<file path="config.mk">
export PLATFORM = sky130hd
export DESIGN_NAME = bmm_ctrl
export DESIGN_NICKNAME = d
export VERILOG_FILES = /design/src/sv/bmm_pkg.sv /design/src/sv/bmm_ctrl.sv
export SDC_FILE = /design/constraint.sdc
export NUM_CORES = 1
export LEC_CHECK = 0
export BUFFER_PORTS_ARGS = -buffer_cell sky130_fd_sc_hd__clkbuf_2
export CAP_MARGIN = 20
export CORE_AREA = 2 2 39 41
export DETAILED_ROUTE_END_ITERATION = 8
export DIE_AREA = 0 0 41 43
export PLACE_DENSITY = 0.39
export REMOVE_ABC_BUFFERS = 1
export SYNTH_ARGS = -nofsm -noshare
export SYNTH_HDL_FRONTEND = slang
export SYNTH_SLANG_ARGS = --single-unit
</file>
<file path="constraint.sdc">
create_clock -name clk -period 1.44 [get_ports clk]
set_input_delay 0.216 -clock clk [delete_from_list [all_inputs] [get_ports clk]]
set_output_delay 0.216 -clock clk [all_outputs]
set_load 0.02 [all_outputs]
</file>
<file path="src/sv/bmm_pkg.sv">
// shared constants, types and helpers for the banked memory mapper
`timescale 1ns / 1ps

package bmm_pkg;

  localparam int SYS_RAM_BYTES_DEF = 8192;
  localparam int CART_RAM_BYTES    = 16384;
  localparam int ROM_AW            = 22;
  localparam int PAGE_W            = 8;
  localparam int BANKS_W           = 9;
  localparam int OFS_W             = 14;

  localparam logic [BANKS_W-1:0] BANKS_RESET = 9'd2;

  // bus opcodes
  localparam logic [1:0] OP_READ       = 2'd0;
  localparam logic [1:0] OP_WRITE_BYTE = 2'd1;
  localparam logic [1:0] OP_WRITE_WORD = 2'd2;

  // result targets
  localparam logic [1:0] TGT_ROM  = 2'd0;
  localparam logic [1:0] TGT_CART = 2'd1;
  localparam logic [1:0] TGT_SYS  = 2'd2;
  localparam logic [1:0] TGT_NONE = 2'd3;

  // paging register addresses
  localparam logic [15:0] REG_CTRL  = 16'hFFFC;
  localparam logic [15:0] REG_SLOT0 = 16'hFFFD;
  localparam logic [15:0] REG_SLOT1 = 16'hFFFE;
  localparam logic [15:0] REG_SLOT2 = 16'hFFFF;

  // region and control bits
  localparam logic [15:0] UNPAGED_END = 16'h0400;
  localparam logic [1:0]  REGION_HI   = 2'b11;
  localparam logic [1:0]  REGION_S2   = 2'b10;
  localparam logic [1:0]  REGION_S1   = 2'b01;
  localparam int          CTRL_EN_BIT   = 3;
  localparam int          CTRL_PAGE_BIT = 2;

  typedef struct packed {
    logic capture;
    logic clr_step;
    logic mem_op;
    logic word_hi;
    logic div_start;
    logic div_step;
    logic load_out;
  } bmm_cmd_t;

  typedef struct packed {
    logic clr_last;
    logic word_sys;
    logic page_write;
    logic div_last;
    logic out_free;
  } bmm_status_t;

  // offset modulo ram size; offset is below 16 times any legal size
  function automatic logic [OFS_W-1:0] sys_mod(input logic [OFS_W-1:0] v, input int depth);
    logic [17:0] r;
    logic [17:0] d;
    begin
      r = {4'b0, v};
      for (int k = 3; k >= 0; k--) begin
        d = 18'(depth) << k;
        if (r >= d) r = r - d;
      end
      return r[OFS_W-1:0];
    end
  endfunction

endpackage

</file>
<file path="src/sv/bmm_ctrl.sv">
// sequencing state machine of the banked memory mapper
`timescale 1ns / 1ps

module bmm_ctrl import bmm_pkg::*; (
  input  logic        clk,
  input  logic        rst,
  input  logic        in_valid,
  output logic        in_ready,
  input  bmm_status_t status,
  output bmm_cmd_t    cmd
);

  typedef enum logic [2:0] {
    ST_CLEAR,
    ST_IDLE,
    ST_EXEC,
    ST_HIGH,
    ST_DIV,
    ST_FINISH
  } state_t;

  state_t state;

  always_ff @(posedge clk) begin
    if (rst) begin
      state <= ST_CLEAR;
    end else begin
      case (state)
        ST_CLEAR:  if (status.clr_last) state <= ST_IDLE;
        ST_IDLE:   if (in_valid) state <= ST_EXEC;
        ST_EXEC: begin
          if (status.word_sys) state <= ST_HIGH;
          else if (status.page_write) state <= ST_DIV;
          else state <= ST_FINISH;
        end
        ST_HIGH:   state <= ST_FINISH;
        ST_DIV:    if (status.div_last) state <= ST_FINISH;
        ST_FINISH: if (status.out_free) state <= ST_IDLE;
        default:   state <= ST_IDLE;
      endcase
    end
  end

  assign in_ready = (state == ST_IDLE);

  always_comb begin
    cmd           = '0;
    cmd.capture   = (state == ST_IDLE) && in_valid;
    cmd.clr_step  = (state == ST_CLEAR);
    cmd.mem_op    = (state == ST_EXEC);
    cmd.div_start = (state == ST_EXEC) && status.page_write;
    cmd.word_hi   = (state == ST_HIGH);
    cmd.div_step  = (state == ST_DIV);
    cmd.load_out  = (state == ST_FINISH) && status.out_free;
  end

endmodule

</file>
# Word-level counts from Yosys, hierarchy flattened
# Cells that the tools add are included.
# op_classes
eq_ne,9
muxes,7
n_reduce_logical,5
# ops
op,count
case mux 3 bit (6 select lines),1
2-to-1 mux 3 bit,5
"inequality test 2 bit, second input constant",4
"equality test 3 x 2 -> 1 bit, second input constant",2
"equality test 3 bit, second input constant",2
AND reduction 4 bit,1
"equality test 3 x 1 -> 1 bit, second input constant",1
logical AND 1 bit,3
zero test 3 bit,1
2-to-1 mux 1 bit,1
# word_totals
regBits,3
inputBits,8
out_inout_bits,8
wordCells,22

# Depth between registers and ports, before layout
# Gate-level depths: netlist of the first run.
# logic_depth
depth_word,3
ltp_mapped,5
mapped_depth_nobuf,4

# Worst setup path after synthesis of the first run
# Ideal clock, no wire load.
# synth_path
path_kind,register to output
from,reg state[0]
to,out cmd[6] (netlist name)
t_arrival_ns,1.371
required_ns,1.224
setup_slack_ns,-0.147
stages_incl_launch_ff,4
path_buffers,0
cell_sequence,dfxtp_1 inv_1 nor3_1 and2_1
# synth_lines
element,line_no,source
"start, declared",bmm_ctrl.sv:22,state_t state;
"start signal, assigned",bmm_ctrl.sv:26,state <= ST_CLEAR;
"start signal, assigned",bmm_ctrl.sv:29,ST_CLEAR: if (status.clr_last) state <= ST_IDLE;
"start signal, assigned",bmm_ctrl.sv:30,ST_IDLE: if (in_valid) state <= ST_EXEC;
"end, declared",bmm_ctrl.sv:10,output bmm_cmd_t cmd

==> results of run 1 <==
[cells by family after synthesis]
group / synth area share, %
AOI/OAI and AO/OA: 24.3
buffers and inverters: 6.35
DFF: 25.4
muxes: 8.47
and+or+nand+nor: 35.5
[power by group through the flow]
stage | combinational [mW] | clock (mW) | sequential, mW
floorplan | 0.158 | 0 | 0.124
global placement | 0.230 | 0 | 0.133
detailed placement | 0.227 | 0 | 0.134
CTS | 0.236 | 0.154 | 0.139
global route | 0.260 | 0.163 | 0.149
finish | 0.237 | 0.150 | 0.144
[worst paths after layout]
path / endpoint / slack, ns / depth (start not counted)
min: state[2]$_SDFFE_PP0P_ / 0.17 / 2
min reg2reg: state[0]$_SDFFE_PP0P_ / 0.59 / 2
max reg2reg: state[2]$_SDFFE_PP0P_ / 0.31 / 4
max: cmd[1] / 0.04 / 3
[through the flow]
stage	instances	hold WS [ns]	TNS, ns	instance area, sq um
after global routing	65	0.160	-0.0592	380
after detailed placement	61	0.418	0	328
after floorplan	29	0.281	-0.147	225
after global placement	61	0.423	0	328
after CTS	65	0.166	-0.00127	369
final	65	0.165	0	380
[worst max-delay path: stages, from the launching register on]
cell and delay (ns):
sky130_fd_sc_hd__dfxtp_2 0.36, sky130_fd_sc_hd__nor2_1 0.24, sky130_fd_sc_hd__and2_1 0.19, sky130_fd_sc_hd__clkbuf_2 0.17
[routing by layer]
| layer | vias to the layer above | part of all wire, % | track usage, % |
|---|---|---|---|
| met4 | 0 | 0 | 8.00 |
| met3 | 0 | 10 | 3.66 |
| met1 | 123 | 47 | 11.5 |
| met5 | - | 0 | 0 |
| met2 | 15 | 42 | 10.9 |
| li1 | 147 | - | - |
[synth_stat cells, types with 2 or more instances]
cell type,instances
sky130_fd_sc_hd__mux2i_1,2
sky130_fd_sc_hd__nor3_1,2
sky130_fd_sc_hd__dfxtp_1,3
sky130_fd_sc_hd__and2_1,3
sky130_fd_sc_hd__nor2_1,7
sky130_fd_sc_hd__a21oi_1,3
[layout make-up]
| type | count | area [sq um] | share of cell area [%] |
|---|---|---|---|
| clock buffers | 4 | 26.3 | 6.91 |
| inverters | 1 | 3.75 | 0.987 |
| multi-input cells | 25 | 179 | 47.0 |
| flip-flops and latches | 3 | 66.3 | 17.4 |
| well taps | 16 | 20.0 | 5.26 |
| repair buffers | 16 | 85.1 | 22.4 |
[repair_timing]
item | CTS | global route
resized for setup | 5 | 6
endpoints found under the setup margin | 4 | 5
setup buffers | 0 | 0
pin swaps | 0 | 1
==> summary by stage, run 1 <==
Status
The run finished with clean final reports.

Global route
The largest net degree at the start of global routing is 10. The via count of the first global-routing pass is 263. For this run the aggregate overflow at the end of global routing stands at 0. The overall fraction of global-route tracks in use is 9.03%. The number of antenna violations at the first check in global routing came to 0. The first-pass GRT wire length is 1040 um.

Power
The total leakage power is 0.179 nW. The fraction of power spent switching nets is 40.5%. Power spread over the standard cell area amounts to 1400 nW/um^2. Per report_power, the combinational group accounts for 44.6% of the total.

Of the total power, registers draw 27.1%. The clock network fraction of total power is 28.3%. The internal power consumption is 316 uW.

For this design the total switching power over the nets is 215 uW. Summing internal, switching and leakage power gives 531 uW. The worst IR drop on VDD is 0.445 mV.

Cells and area
The count of filler cells inserted in the layout is 154. The number of antenna diodes in the final layout is 0. The largest registers in the layout are state (3).

The library cell used most frequently in the layout, excluding fill and tap cells, is sky130_fd_sc_hd__clkbuf_2. The final-stage net count is 58. The layout-stage area growth over the synthesis result is 60.8%. In the layout the commonest cells are sky130_fd_sc_hd__clkbuf_2 (13), sky130_fd_sc_hd__nor2_1 (6), sky130_fd_sc_hd__and2_1 (3), sky130_fd_sc_hd__a21oi_1 (3), sky130_fd_sc_hd__clkbuf_4 (3). Cells fill 27.5% of the core in the end. The register with the most flip-flops in the layout has 3 of them. Cells with a size suffix above 1 make up 57.1% of the layout.

state holds more flip-flops than any other register.

STA
The clock period minus final worst setup slack is 1.40 ns. Timing would allow up to 715 MHz. Setup repair after global routing could not meet its margin everywhere.

The worst pin sits at a relative slew slack of 79.7%. The clock arrives with 0.00181 ns of skew. The final hold violation count was 0. The worst path uses 97.1% of the clock period. Setup violations remaining at the end of the flow were counted as 0. In the post-route analysis, the smallest setup slack over all paths is 0.0414 ns.

The number of max-slew violations in the final report came to 0. For the pin with the worst max-slew slack, the measured transition is 0.296 ns.

Logic synthesis
The biggest area consumer among synthesized cells is sky130_fd_sc_hd__dfxtp_1. In this run the cell area of the synthesized design comes to 236 sq um. The most instantiated flip-flop cell in the synthesis netlist is sky130_fd_sc_hd__dfxtp_1.

The register bit count reported by yosys is 3. Sorting the synthesized cells by area gives the leading types as sky130_fd_sc_hd__dfxtp_1 (25%), sky130_fd_sc_hd__nor2_1 (11%), sky130_fd_sc_hd__mux2i_1 (8.5%), sky130_fd_sc_hd__and2_1 (7.9%), sky130_fd_sc_hd__a21oi_1 (6.3%). The number of cells produced by synthesis is 30. Counting distinct cell types in the post-synthesis netlist gives 16. The number of synthesis warnings is 0. After synthesis, the mean cell area works out to 7.88 sq um. After synthesis, the share of flip-flops with an asynchronous set or reset is 0%. Of the post-synthesis cell area, the dominant cell type holds 25.4%. The sequential element share of the synthesized area is 25.4%. The number of synthesized flops with an enable pin is 0.

CTS
The latest clock arrival within the worst-skew pair is 0.23 ns. The CTS tree is yes. Counting the buffers created by CTS gives 3. After clock tree synthesis, the clock-pin slew on the worst setup and hold paths is 0.04 ns. The clock net in this run drives a total of 3 sinks.

The count of hold-fix buffers inserted at cts is 0. In this run the number of H-tree levels came out at 1. The root cell of the clock tree is sky130_fd_sc_hd__clkbuf_4.

In this run the deepest clock path goes through 2 buffers.

Detailed routing
Detailed routing inserted a total of 285 vias. Once detail routing completed, the nets flagged for antenna violations numbered 0. Summed over all layers, the routed wires come to 644 um.

The routed wire length per instance is 9.91 um. After detailed routing, the number of vias per cell comes to 4.38. The starting DRC count in detailed routing is 7.

The first detailed-routing pass ran for 2 iterations. For this run, design rule violations remaining after detail routing come to 0.

Setup path
The worst setup path is launched from a flop. The origin of the worst setup path is state[1]$_SDFFE_PP0P_. The classification of the worst setup path is reg -> out.

The endpoint type of the worst setup path is a primary output. Data on the critical path is required at its endpoint by 1.22 ns. The startpoint identified for the worst register-to-register timing path is state[2]$_SDFFE_PP0P_. Of all nets on the critical path, the largest fanout is 6. The data arrival at the endpoint of the critical path is 1.18 ns.

Floorplanning
The floorplan step set the die height to 43 um. For this design the top-level I/O count stands at 16. The core region area is 1380 sq um. The effective utilization at floorplan is 17.1%. The die footprint is 1760 sq um.

The die extent in x is 41 um. The number of rows in the core area is 14.

Place
The count of input and output buffers is 15. Timing analysis after detailed placement gives a worst setup slack of 0.145 ns. The last weighted congestion value of the routability-driven placer is 0.646. The half-perimeter wire length of the detailed placement result is 495 um.

Job
Max-cap violations in this run came to 0.

Hold path
The startpoint identified for the worst hold timing path is rst. The path class of the lowest-slack min-delay path is in -> reg.
No activity file was read; power rests on OpenSTA's default activity.
==> run 2, diff against run 1 <==
--- a/config.mk
+++ b/config.mk
@@ -10,6 +10,7 @@
 export CORE_AREA = 2 2 39 41
 export DETAILED_ROUTE_END_ITERATION = 8
 export DIE_AREA = 0 0 41 43
+export MAX_ROUTING_LAYER = met4
 export PLACE_DENSITY = 0.39
 export REMOVE_ABC_BUFFERS = 1
 export SYNTH_ARGS = -nofsm -noshare
==> constraint.sdc (replaced) <==
create_clock -name clk -period 1.5 [get_ports clk]
set_input_delay 0.225 -clock clk [delete_from_list [all_inputs] [get_ports clk]]
set_output_delay 0.225 -clock clk [all_outputs]
set_load 0.005 [all_outputs]
==> run 2 against run 1 <==
Combinational power shrank 23%. Via count grew 1.1%. Sequential power shrank 5%. Largest cell class unchanged. Largest power group unchanged. Hold slack gained 0.0090 ns.
==> summary by stage, run 2 (synthesized netlist as in run 1, its figures left out) <==
Status
The run finished with clean final reports.

Cells and area
Leaving out fill and tap cells, the most frequent cell in the layout is sky130_fd_sc_hd__clkbuf_2. Ranked by flip-flop count, first place goes to state. The largest registers in the layout are state (3). The final-stage net count is 58. The antenna diode count is 0. The top cell types in the final layout, fill and taps aside, are sky130_fd_sc_hd__clkbuf_2 (15), sky130_fd_sc_hd__nor2_1 (6). The layout-stage area growth over the synthesis result is 58.7%.

Counting the fill cells in the layout gives 165. The number of flip-flops under the largest register name is 3. The ratio of cells with drive above 1 in the final layout is 57.1%.

Floorplanning
The die covers 1760 sq um. The number of rows in the core area is 14. The die boundary height is 43 um. The effective utilization at floorplan is 17.1%.

During I/O placement, the number of pins put on the boundary was 16. The die extent in x is 41 um. The core region is 1380 sq um.

Setup path
The endpoint type of the worst setup path is a primary output. STA puts the critical path data required time at 1.27 ns. STA classifies the critical path startpoint as a flop. The maximum fanout along the worst path is 6. The worst setup path is of the reg -> out kind. For the worst setup path, the data arrival time is 1.14 ns.

Global route
The largest net degree at the start of global routing is 10. The overall fraction of global-route tracks in use is 11.0%. The via count of the first global-routing pass came to 283. After global routing the overflow that remains totals 0.

The routing usage on met1 is 12.8%. The global-route track usage on met3 is 6.28%. The first global-routing pass estimated 1170 um of wire. The most utilized layer in the global route result is met1.

For met2 alone, demand over resource in global routing was 12.5%. The number of antenna violations at the first check in global routing is 0.

STA
The number of max-slew violations in the final report was 0. The clock arrives with 0.00347 ns of skew. Timing would allow up to 730 MHz. Setup repair after global routing left no endpoint under its margin.

Measured against its own limit, the worst slew margin works out to 78.8%. Setup violations remaining at the end of the flow were counted as 0. The clock period could shrink to 1.37 ns. The final hold violation count is 0.

Of the available clock period, the critical path in the final layout requires 91.3%. The total negative setup slack is 0 ns. The slew at the pin closest to its max-slew limit is 0.314 ns.

The worst setup slack after layout is 0.130 ns.

Power
In this run the static leakage power is 0.177 nW. VDD sags by at most 0.605 mV. In this run the power density over the cells is 1240 nW/um^2.

Detailed routing
The via count is 288. The count of nets left with antenna violations once routing finished came out at 0. For this run, design rule violations remaining after detail routing come to 0. The first-pass iteration count of the detailed router is 4.

After detailed routing, the total wire length is 678 um. The number of vias per cell is 4.43. The starting DRC count in detailed routing is 5.

In the final routed layout, each cell accounts on average for 10.4 um.

Place
The count of input and output buffers is 15. At the end of routability-driven placement, the weighted congestion stood at 0.642. The minimum setup slack after placement is 0.198 ns. Summed over all nets, the half-perimeter wirelength after detailed placement is 509 um.

CTS
The CTS tree is yes. After clock tree synthesis, the clock-pin slew on the worst setup and hold paths is 0.04 ns. For the worst-skew pair, the clock arrives at the later sink with an insertion delay of 0.24 ns.

In this run the clock root is driven by a sky130_fd_sc_hd__clkbuf_4. The tree built by TritonCTS fans out to 3 sinks. The number of H-tree branching levels is 1.

In this run the deepest clock path goes through 2 buffers. TritonCTS created 3 clock buffers.

Hold path
The worst hold path belongs to the class in -> reg.

Job
The tool flagged a number of max-cap violations equal to 0.
run 2: cell count changes in the layout (fill, tap and decap cells not counted):
cell	delta
sky130_fd_sc_hd__clkbuf_2	+2
sky130_fd_sc_hd__buf_2	-1
sky130_fd_sc_hd__buf_4	-1
sky130_fd_sc_hd__dfxtp_2	+1
sky130_fd_sc_hd__dfxtp_4	-1
run 2: through the flow:
stage               utilization [%]  std cells  hold WS [ns]  total power [mW]  instance area [sq um]
global route                   27.1         65         0.188             0.509                    375
CTS                            25.5         64         0.170             0.454                    353
detailed placement             23.1         60         0.429             0.297                    320
floorplan                         -         29         0.290             0.232                    225
global placement               23.1         60         0.431             0.300                    320
finish                         27.1         65         0.174             0.466                    375
run 2: worst max-delay path, cell delays in order (launching register included):
cell and delay (ns):
sky130_fd_sc_hd__dfxtp_2 0.36, sky130_fd_sc_hd__nor2_1 0.23, sky130_fd_sc_hd__and2_1 0.20, sky130_fd_sc_hd__clkbuf_2 0.12
run 2: area by class of cell:
class                      instances  area, sq um  area share (%)
multi-input combinational         25          179            47.7
clock buffer                       4         26.3            7.00
tap                               16         20.0            5.33
timing repair buffer              16         82.6            22.0
sequential                         3         63.8            17.0
inverter                           1         3.75            1.00
run 2: report_power, final:
part	internal (mW)	leakage (nW)	total (mW)	switching [mW]
Clock	0.100	0.0150	0.147	0.0473
Combinational	0.0958	0.136	0.182	0.0863
Sequential	0.100	0.0258	0.137	0.0370
Total	0.296	0.177	0.466	0.171
run 2: timing repair:
action	in CTS	in global routing
resized for setup	2	5
pin swaps	0	2
endpoints found under the setup margin	1	3
setup buffers	0	1
hold buffers	0	0
run 2: worst paths after layout:
| path | start | to | slack [ns] | cells past startpoint |
|---|---|---|---|---|
| worst max register to register | state[2]$_SDFFE_PP0P_ | state[2]$_SDFFE_PP0P_ | 0.33 | 4 |
| worst min register to register | state[2]$_SDFFE_PP0P_ | state[0]$_SDFFE_PP0P_ | 0.60 | 2 |
| worst max-delay path | state[1]$_SDFFE_PP0P_ | cmd[1] | 0.13 | 3 |
| worst min-delay path | rst | state[2]$_SDFFE_PP0P_ | 0.17 | 2 |
run 2: metal layers:
layer	vias up	wire length (um)
li1	148	-
met1	120	290
met4	0	19
met3	2	82
met5	-	0
met2	18	285
